## src/hdl/rmmp_ram.sv

```systemverilog
// generic simple dual-port ram: one write port, one read port with registered data
// no dependencies

module rmmp_ram #(
    parameter int WIDTH  = 24,
    parameter int DEPTH  = 2,
    parameter int ADDR_W = (DEPTH > 1) ? $clog2(DEPTH) : 1
) (
    input  logic              i_clk,
    input  logic              i_we,
    input  logic [ADDR_W-1:0] i_waddr,
    input  logic [WIDTH-1:0]  i_wdata,
    input  logic              i_re,
    input  logic [ADDR_W-1:0] i_raddr,
    output logic [WIDTH-1:0]  o_rdata
);

    logic [WIDTH-1:0] r_mem [DEPTH];
    logic [WIDTH-1:0] r_rdata;

    always_ff @(posedge i_clk) begin
        if (i_we) begin
            r_mem[i_waddr] <= i_wdata;
        end
        // read data holds when no read is issued
        if (i_re) begin
            r_rdata <= r_mem[i_raddr];
        end
    end

    assign o_rdata = r_rdata;

endmodule

```

## config.mk

```make
export PLATFORM = sky130hd
export DESIGN_NAME = rmmp_ram
export DESIGN_NICKNAME = d
export VERILOG_FILES = /design/src/hdl/rmmp_ram.sv
export SDC_FILE = /design/constraint.sdc
export NUM_CORES = 1
export LEC_CHECK = 0
export ABC_AREA = 1
export BUFFER_PORTS_ARGS = -buffer_cell sky130_fd_sc_hd__buf_2
export CAP_MARGIN = 10
export CORE_MARGIN = 4
export CORE_UTILIZATION = 45
export DETAILED_ROUTE_END_ITERATION = 10
export PLACE_DENSITY = 0.76
export REMOVE_ABC_BUFFERS = 1
export SKIP_CTS_REPAIR_TIMING = 1
export SLEW_MARGIN = 20
export SYNTH_ARGS = -nofsm -noshare
export SYNTH_HDL_FRONTEND = slang
export SYNTH_SLANG_ARGS = --single-unit
export TNS_END_PERCENT = 20
```

## constraint.sdc

```tcl
create_clock -name i_clk -period 2.5 [get_ports i_clk]
set_input_delay 0.5 -clock i_clk [delete_from_list [all_inputs] [get_ports i_clk]]
set_output_delay 0.5 -clock i_clk [all_outputs]
set_load 0.02 [all_outputs]
```

# --- Word-level counts from Yosys, hierarchy flattened ---
# Memory sizes are Yosys's and may differ from the RTL's. A register that Yosys moved wholly into a read port is not among the register bits.
# Cells that the tools add are included.
totals:
  mem_count: 1
  wordCells: 3
  out_inout_bits: 24
  inputBits: 29
  reg_bits: 0
  ramBits: 48
memory_table:
  columns: ["memory", "words", "width", "read_ports", "rd_ports_with_merged_regs", "write_ports", "line_no", "text"]
  rows:
  - ["r_mem", 2, 24, 1, 1, 1, "18", "logic [WIDTH-1:0] r_mem [DEPTH];"]
classes:
  mux: 2
op_table:
  columns: ["operator", "n"]
  rows:
  - ["$mux 1", 2]

# --- Longest topological paths before layout ---
# Gate-level depths: netlist (run 1).
depth:
  ltp_word: 2
  ltp_mapped: 5
  mapped_depth_nobuf: 3

# --- Worst setup path before layout (run 1) ---
# OpenSTA, ideal clock, no wires.
synth_path:
  path_kind: "input to register"
  from: "in i_we"
  to: "mem r_mem[0][0] (enable)"
  arrival_time_ns: 1.555
  stages: 2
  path_slack_ns: 0.539
  t_required_ns: 2.095
  setup_time_ns: 0.405
  cell_sequence: "inv_1 -> nor2_1"
synth_between:
  elab_chain_len: 2
synth_lines:
  columns: ["element", "line_no", "text"]
  rows:
  - ["from (decl)", "10", "input logic i_we,"]
  - ["$mux 1", "22", "if (i_we) begin"]
  - ["$mux 1 (not written as such)", "23", "r_mem[i_waddr] <= i_wdata;"]
  - ["to (decl)", "18", null]
# No other way between the ends.

# --- Worst setup path in the final report (run 1) ---
layout_path:
  from: "reg r_rdata[10], in the netlist o_rdata[10], read port of r_mem"
  to: "out o_rdata[10]"
layout_rtl:
  columns: ["element", "line_no", "text"]
  rows:
  - ["from (decl)", "19", "logic [WIDTH-1:0] r_rdata;"]
  - ["to (decl)", "15", "output logic [WIDTH-1:0] o_rdata"]
# No word-level cell between the ends.

==> results of run 1 <==
## placed cells by master, fill, tap and decap left out
cell,Yosys,final
edfxtp_1,72,72
nand2_1,63,63
buf_2,0,52
nand2_2,10,10
clkbuf_8,1,9
clkinv_2,0,3
buf_4,0,3
inv_1,2,2
bufinv_16,0,2
inv_8,1,1
nor2_2,0,1
clkinvlp_4,0,1
clkinv_1,0,1
## registers in the layout, summed over array words and instances, names as in the netlist
name,cells
r_mem,48
o_rdata,24
## worst paths after layout
kind	startpoint	endpoint	slack, ps	depth (start not counted)
setup / recovery	o_rdata[10]$_DFFE_PP_	o_rdata[10]	1110	1
setup reg to reg	r_mem[0][3]$_DFFE_PP_	o_rdata[3]$_DFFE_PP_	1740	2
hold / removal	i_wdata[0]	r_mem[1][0]$_DFFE_PP_	350	1
hold reg to reg	r_mem[1][21]$_DFFE_PP_	o_rdata[21]$_DFFE_PP_	510	2
## cell usage after synthesis
cell type / number
buf_6: 3
nor2_1: 1
clkbuf_8: 1
edfxtp_1: 72
nand2_1: 63
nand2_2: 10
buf_12: 1
inv_1: 2
inv_8: 1
## through the flow
stage	setup slack [ps]	area, µm²	power (mW)	instances	hold WS (ps)
floorplan	539.4	2484	1.557	149	487.4
global placement	1133	2859	1.635	276	491.8
detailed placement	1129	2859	1.642	276	501.4
CTS	1088	3069	2.591	292	329.8
global route	1071	3069	2.663	292	332.3
finish	1111	3069	2.562	292	346.7
## layer usage
layer / vias to the layer above / track usage / part of all wire
li1: 654 / - / -
met1: 578 / 0.1303 / 0.41
met2: 39 / 0.1888 / 0.49
met3: 9 / 0.03671 / 0.070
met4: 0 / 0.08915 / 0.027
met5: - / 0 / 0
## layout make-up
type                       count  area, µm²
timing repair buffer          55      282.8
sequential                    72       2162
fill                         444       2437
tap                           72      90.09
clock inverter                 7      86.33
multi-input combinational     74      305.3
clock buffer                   9      123.9
inverter                       3      18.77
## logic make-up (layout without fill, tap and decap cells)
| group | count (synthesis) | count (layout) |
|---|---|---|
| flip-flops | 72 | 72 |
| buffers and inverters | 8 | 74 |
| AND/OR/NAND/NOR | 74 | 74 |
## report_power, final
group | internal [mW] | switching [mW]
clock network | 0.552 | 0.399
registers | 1.43 | 0.0204
logic | 0.0547 | 0.111
==> impl_metrics.tcl, run 1 <==
set metrics [dict create \
    cts_made_buffers 9 \
    ys_top_cells_by_area "edfxtp_1 85%, nand2_1 9.3%, nand2_2 2.5%" \
    finalHoldViolCount 0 \
    tritoncts "built" \
    grt_max_degree 25 \
    drt-total-wl_um 3679 \
    rsz0062_at_grt "false" \
    grt_usage 0.1177 \
    synth_top_cell_area_share 0.8475 \
    setup_tns_ps 0 \
    hp-class "input port to register" \
    crit_path_cell_trace "buf_2" \
    clockBufferDepth 2 \
    period_share 0.5557 \
    finalCriticalPeriod_ps 1389 \
    first_pass_iters 4 \
    p_leak_nw 1.255 \
    coreArea_um2 5507 \
    die-area_um2 6938 \
    grt_pass1_wl_um 5982 \
    area_growth_pct 20.30 \
    ys_seq_area_frac 0.8475 \
    final_nets 244 \
    worst_pin_slew_ps 516.3 \
    drv_slew 0 \
    setup_viol 0 \
    clock_skew_ps 3.653 \
    cp_max_fo 1 \
    viasPerCell 4.384 \
    chipHeight_um 83.30 \
    clkTransAtPathRegs_ps 70 \
    grt_antenna_before_repair 0 \
    path_delay_family "flip-flops" \
    numPortBuffers 52 \
    netlist_area_um2 2551 \
    start_util 0.4633 \
    wire_per_inst_um 12.60 \
    yosysTopAreaCell "edfxtp_1" \
    avgSynthCellArea_um2 16.57 \
    startpoint_type "register" \
    synth_mux_area_frac 0 \
    synth_cells 154 \
    irDropWorstVdd_mv 0.4703 \
    cts.sinks 72 \
    status "finished clean" \
    slowest_delay_ps 380 \
    h-tree-depth 3 \
    cp.arrival_ps 890 \
    crit_slowest_cell "edfxtp_1" \
    cap_violations 0 \
    num_vias 1280 \
    drt-initial-drc-count 69 \
    crit_type "register to primary output" \
    synthDistinctLibCells 9 \
    yosys_warnings 0 \
    finish.utilization 0.5574 \
    diodes 0 \
    synth_seq_cells 72 \
    path_buf_inv 1 \
    cp-end-kind "primary output" \
    cp_data_required_time_ps 2000 \
    powerDensity_nw_per_um2 834.8 \
    grt_pass1_vias 1314 \
    postRouteAntennaNets 0 \
    synth-compound-area-share 0 \
    synth_top_family_by_area "simple AND/OR/NAND/NOR gates" \
    clk_latency_ps 330 \
    root_buffer "clkbuf_8" \
    max-slew-margin-rel 0.6558 \
    drive_gt1_frac 0.3727 \
    drcViolationCount 0 \
    fmax_mhz 719.8 \
    grt-ovfl-total 0 \
    synth-xor-area-share 0 \
    num_rows 27 \
    boundaryPins 53 \
    synth_fa_ha_area_frac 0 \
    dpl.hpwl_um 2357 \
    gp_congestion 0.6054 \
    synthSimpleGateAreaFrac 0.1187 \
    dieWidth_um 83.30 \
]
Note: power is estimated with default switching activity, not from simulation.
==> run 2, diff against run 1 <==
Settings changed: PLACE_DENSITY 0.76 to 0.78.
Clock period 2.5 ns to 1.2 ns, I/O delays scaled along.
==> run 2 against run 1 <==
Register-to-register slack got worse by 1300 ps. First-iteration DRC count up 16%. Global-route usage grew 0.39 points. Sequential share of layout area up 0.43 points. Die area did not move. Cell count up 0.34%. Via count fell by 0.39%. Worst hold slack worse by 250 ps. Routed wire length rose by 3.8%. Cell area decreased by 0.61%. Flip-flop and latch count stayed put. Critical endpoint is now o_rdata[15]. Largest cell class unchanged.
==> impl_metrics.tcl, run 2 (synthesis gave the netlist of run 1 again) <==
set metrics [dict create \
    chipHeight_um 83.30 \
    worst_slack_ps 63.79 \
    startpoint_type "register" \
    p_leak_nw 1.246 \
    largest_reg_flops 48 \
    num_rows 27 \
    area_growth_pct 19.57 \
    crit_type "register to primary output" \
    boundaryPins 53 \
    crit_start "o_rdata[15]$_DFFE_PP_" \
    grt_pass1_vias 1335 \
    h-tree-depth 3 \
    num_vias 1275 \
    start_util 0.4633 \
    max-slew-margin-rel 0.8518 \
    grt_antenna_before_repair 0 \
    grt_pass1_wl_um 6196 \
    clk_latency_ps 330 \
    worst_pin_slew_ps 222.3 \
    drive_gt1_frac 0.3620 \
    drt-total-wl_um 3818 \
    cts_made_buffers 9 \
    cp_max_fo 1 \
    finalHoldViolCount 0 \
    grt_usage 0.1216 \
    wire_per_inst_um 13.03 \
    slowest_delay_ps 390 \
    hp-class "input port to register" \
    die-area_um2 6938 \
    finalCriticalPeriod_ps 1136 \
    tritoncts "built" \
    clockBufferDepth 2 \
    drcViolationCount 0 \
    dpl.hpwl_um 2463 \
    crit_path_cell_trace "buf_2" \
    whs_ps 93.23 \
    irDropWorstVdd_mv 0.7872 \
    diodes 0 \
    dieWidth_um 83.30 \
    r2r_start "r_mem[0][1]$_DFFE_PP_" \
    hold_start "i_wdata[17]" \
    clock_skew_ps 3.801 \
    crit_slowest_cell "edfxtp_1" \
    fmax_mhz 880.1 \
    drt-initial-drc-count 80 \
    postRouteAntennaNets 0 \
    path_delay_family "flip-flops" \
    period_share 0.9468 \
    setup_viol 0 \
    numPortBuffers 52 \
    crit_end "o_rdata[15]" \
    rrSetupSlack_ps 460 \
    r2r_end "o_rdata[1]$_DFFE_PP_" \
    grt-ovfl-total 0 \
    status "finished clean" \
    cp.arrival_ps 900 \
    gp_congestion 0.6034 \
    grt_max_degree 25 \
    clkTransAtPathRegs_ps 60 \
    timing.reg2reg.worst_path_depth 2 \
    mostFrequentLayoutCell "edfxtp_1" \
    drv_slew 0 \
    path_buf_inv 1 \
    post-place-ws_ps 141.2 \
    cp.depth 1 \
    final_cell_mix "72 x edfxtp_1, 63 x nand2_1, 52 x buf_2" \
    viasPerCell 4.352 \
    root_buffer "clkbuf_8" \
    coreArea_um2 5507 \
    cts.sinks 72 \
    first_pass_iters 4 \
    cp-end-kind "primary output" \
    cp_data_required_time_ps 960 \
    top_register "r_mem" \
    holdPathStages 1 \
    powerDensity_nw_per_um2 1591 \
    final_nets 247 \
    cap_violations 0 \
    rsz0062_at_grt "false" \
]
## run 2: how the worst min path moves through the flow
stage	to	slack, ps
after floorplan	r_mem[0][0]$_DFFE_PP_	340
after global routing	r_mem[1][3]$_DFFE_PP_	70
after detailed placement	r_mem[1][6]$_DFFE_PP_	430
after global placement	r_mem[1][14]$_DFFE_PP_	430
after CTS	r_mem[1][4]$_DFFE_PP_	80
final	r_mem[1][17]$_DFFE_PP_	90
## run 2: final cells by class
cell class / instances / area [µm²]
repair buffers: 58 / 330.3
clock inverters: 2 / 8.758
well taps: 72 / 90.09
flip-flops and latches: 72 / 2162
inverters: 3 / 18.77
clock buffers: 12 / 135.1
fillers: 458 / 2456
multi-input cells: 74 / 305.3
## run 2: metal layers
metal,wire length (µm),GRT usage,vias up
met5,0,0,-
met4,82,0.06686,0
met3,243,0.05159,8
met2,1905,0.2019,40
met1,1586,0.1306,569
li1,-,-,658
## run 2: where the power goes
part,internal [mW],switching (mW)
logic,0.130,0.235
registers,2.97,0.0418
clock network,0.719,0.758
## run 2: metrics by stage
step	utilization	total power [mW]	setup TNS (ps)	instances	cell area (µm²)
2_1_floorplan	-	3.243	-12010	149	2484
3_3_place_gp	0.5278	3.421	0	279	2907
3_5_place_dp	0.5278	3.442	0	279	2907
4_1_cts	0.5540	4.914	0	293	3050
5_1_grt	0.5540	5.085	0	293	3050
6_report	0.5540	4.853	0	293	3050
==> run 3, diff against run 2 <==
Settings changed: BUFFER_PORTS_ARGS -buffer_cell sky130_fd_sc_hd__buf_2 to not set, DONT_BUFFER_PORTS set to 1, PLACE_DENSITY 0.78 to 0.7.
==> run 3 against run 2 <==
Core utilization is 0.36 points lower. Worst setup slack gained 73 ps. Total power up 3.4%. Fmax grew 6.9%. Routed wire length rose by 5.9%. Register-to-register slack worse by 20 ps. Worst hold slack got worse by 70 ps. Clock power up 15%.
==> impl_metrics.tcl, run 3 (synthesis gave the netlist of run 1 again) <==
set metrics [dict create \
    grt_pass1_vias 1136 \
    p_leak_nw 1.138 \
    area_growth_pct 18.78 \
    power.switching_mw 1.002 \
    root_buffer "clkbuf_8" \
    rsz0062_at_grt "false" \
    drv_slew 0 \
    die-area_um2 6938 \
    dieWidth_um 83.30 \
    coreArea_um2 5507 \
    num_rows 27 \
    final_nets 216 \
    top_register "r_mem" \
    status "finished clean" \
    cts.sinks 72 \
    drt-total-wl_um 4042 \
    p_total_mw 5.021 \
    largest_reg_flops 48 \
    final_cell_mix "72 x edfxtp_1, 63 x nand2_1, 24 x dlygate4sd3_1" \
    multi_input_comb_area_um2 305.3 \
    grt_max_degree 26 \
    max-slew-margin-rel 0.8347 \
    drt-initial-drc-count 72 \
    worst_pin_slew_ps 248.0 \
    cp_data_required_time_ps 960 \
    swShare 0.1995 \
    register_area_um2 2162 \
    clock_skew_ps 7.560 \
    dpl.hpwl_um 2493 \
    chipHeight_um 83.30 \
    tritoncts "built" \
    clk_latency_ps 330 \
    first_pass_iters 5 \
    fillers 413 \
    cp_max_fo 1 \
    cts_made_buffers 9 \
    cap_violations 0 \
    grt-ovfl-total 0 \
    power_frac_seq 0.618 \
    viasPerCell 4.765 \
    whs_ps 22.94 \
    gp_congestion 0.6688 \
    clockPowerShare 0.339 \
    cp.arrival_ps 820 \
    grt_pass1_wl_um 5961 \
    num_vias 1258 \
    cp-end-kind "primary output" \
    mostFrequentLayoutCell "edfxtp_1" \
    drive_gt1_frac 0.1406 \
    h-tree-depth 3 \
    powerDensity_nw_per_um2 1657 \
    crit_type "register to primary output" \
    irDropWorstVdd_mv 0.6501 \
    hp-class "input port to register" \
    p_int_mw 4.019 \
    boundaryPins 53 \
    wire_per_inst_um 15.31 \
    p_comb_frac 0.043 \
    setup_viol 0 \
    postRouteAntennaNets 0 \
    grt_antenna_before_repair 0 \
    finalHoldViolCount 0 \
    clockBufferDepth 2 \
    period_share 0.8860 \
    diodes 0 \
    grt_usage 0.1196 \
    fmax_mhz 940.6 \
    numPortBuffers 0 \
    finalCriticalPeriod_ps 1063 \
    start_util 0.4633 \
    startpoint_type "register" \
    clkTransAtPathRegs_ps 60 \
    drcViolationCount 0 \
]
==> run 3: routing by layer <==
layer  routed length, µm  GRT usage
met2                2041     0.1844
met1                1623     0.1243
met5                   0          0
met4                  57    0.06686
met3                 319    0.07540
==> run 3: cell type report <==
cell class	count	share of cell area
Clock buffer	11	0.04335
Clock inverter	5	0.01569
Inverter	3	0.006193
Multi-Input combinational cell	74	0.1007
Sequential cell	72	0.7135
Tap cell	72	0.02973
Timing Repair Buffer	27	0.09083
==> run 3: final timing paths <==
path	startpoint	depth (start not counted)	slack (ps)	to
min	i_re	0	20	o_rdata[12]$_DFFE_PP_
max reg2reg	r_mem[0][2]$_DFFE_PP_	2	440	o_rdata[2]$_DFFE_PP_
max	o_rdata[8]$_DFFE_PP_	0	140	o_rdata[8]
min reg2reg	r_mem[0][13]$_DFFE_PP_	2	510	o_rdata[13]$_DFFE_PP_
==> run 3: through the flow <==
step | instance area, µm² | worst slack [ps] | cells | util | TNS (ps)
6_report | 3030 | 136.8 | 264 | 0.5503 | 0
2_1_floorplan | 2484 | -500.6 | 149 | - | -12010
4_1_cts | 2790 | 114.0 | 240 | 0.5067 | 0
3_3_place_gp | 2611 | 224.7 | 224 | 0.4742 | 0
3_5_place_dp | 2611 | 216.8 | 224 | 0.4742 | 0
5_1_grt | 3030 | 99.92 | 264 | 0.5503 | 0
==> run 3: power groups by stage <==
| stage | combinational, mW | sequential, mW | clock [mW] |
|---|---|---|---|
| detailed placement | 0.146 | 3.16 | 0 |
| CTS | 0.147 | 3.11 | 1.75 |
| finish | 0.217 | 3.10 | 1.70 |
| global placement | 0.134 | 3.15 | 0 |
| floorplan | 0.100 | 3.14 | 0 |
| global route | 0.246 | 3.12 | 1.87 |
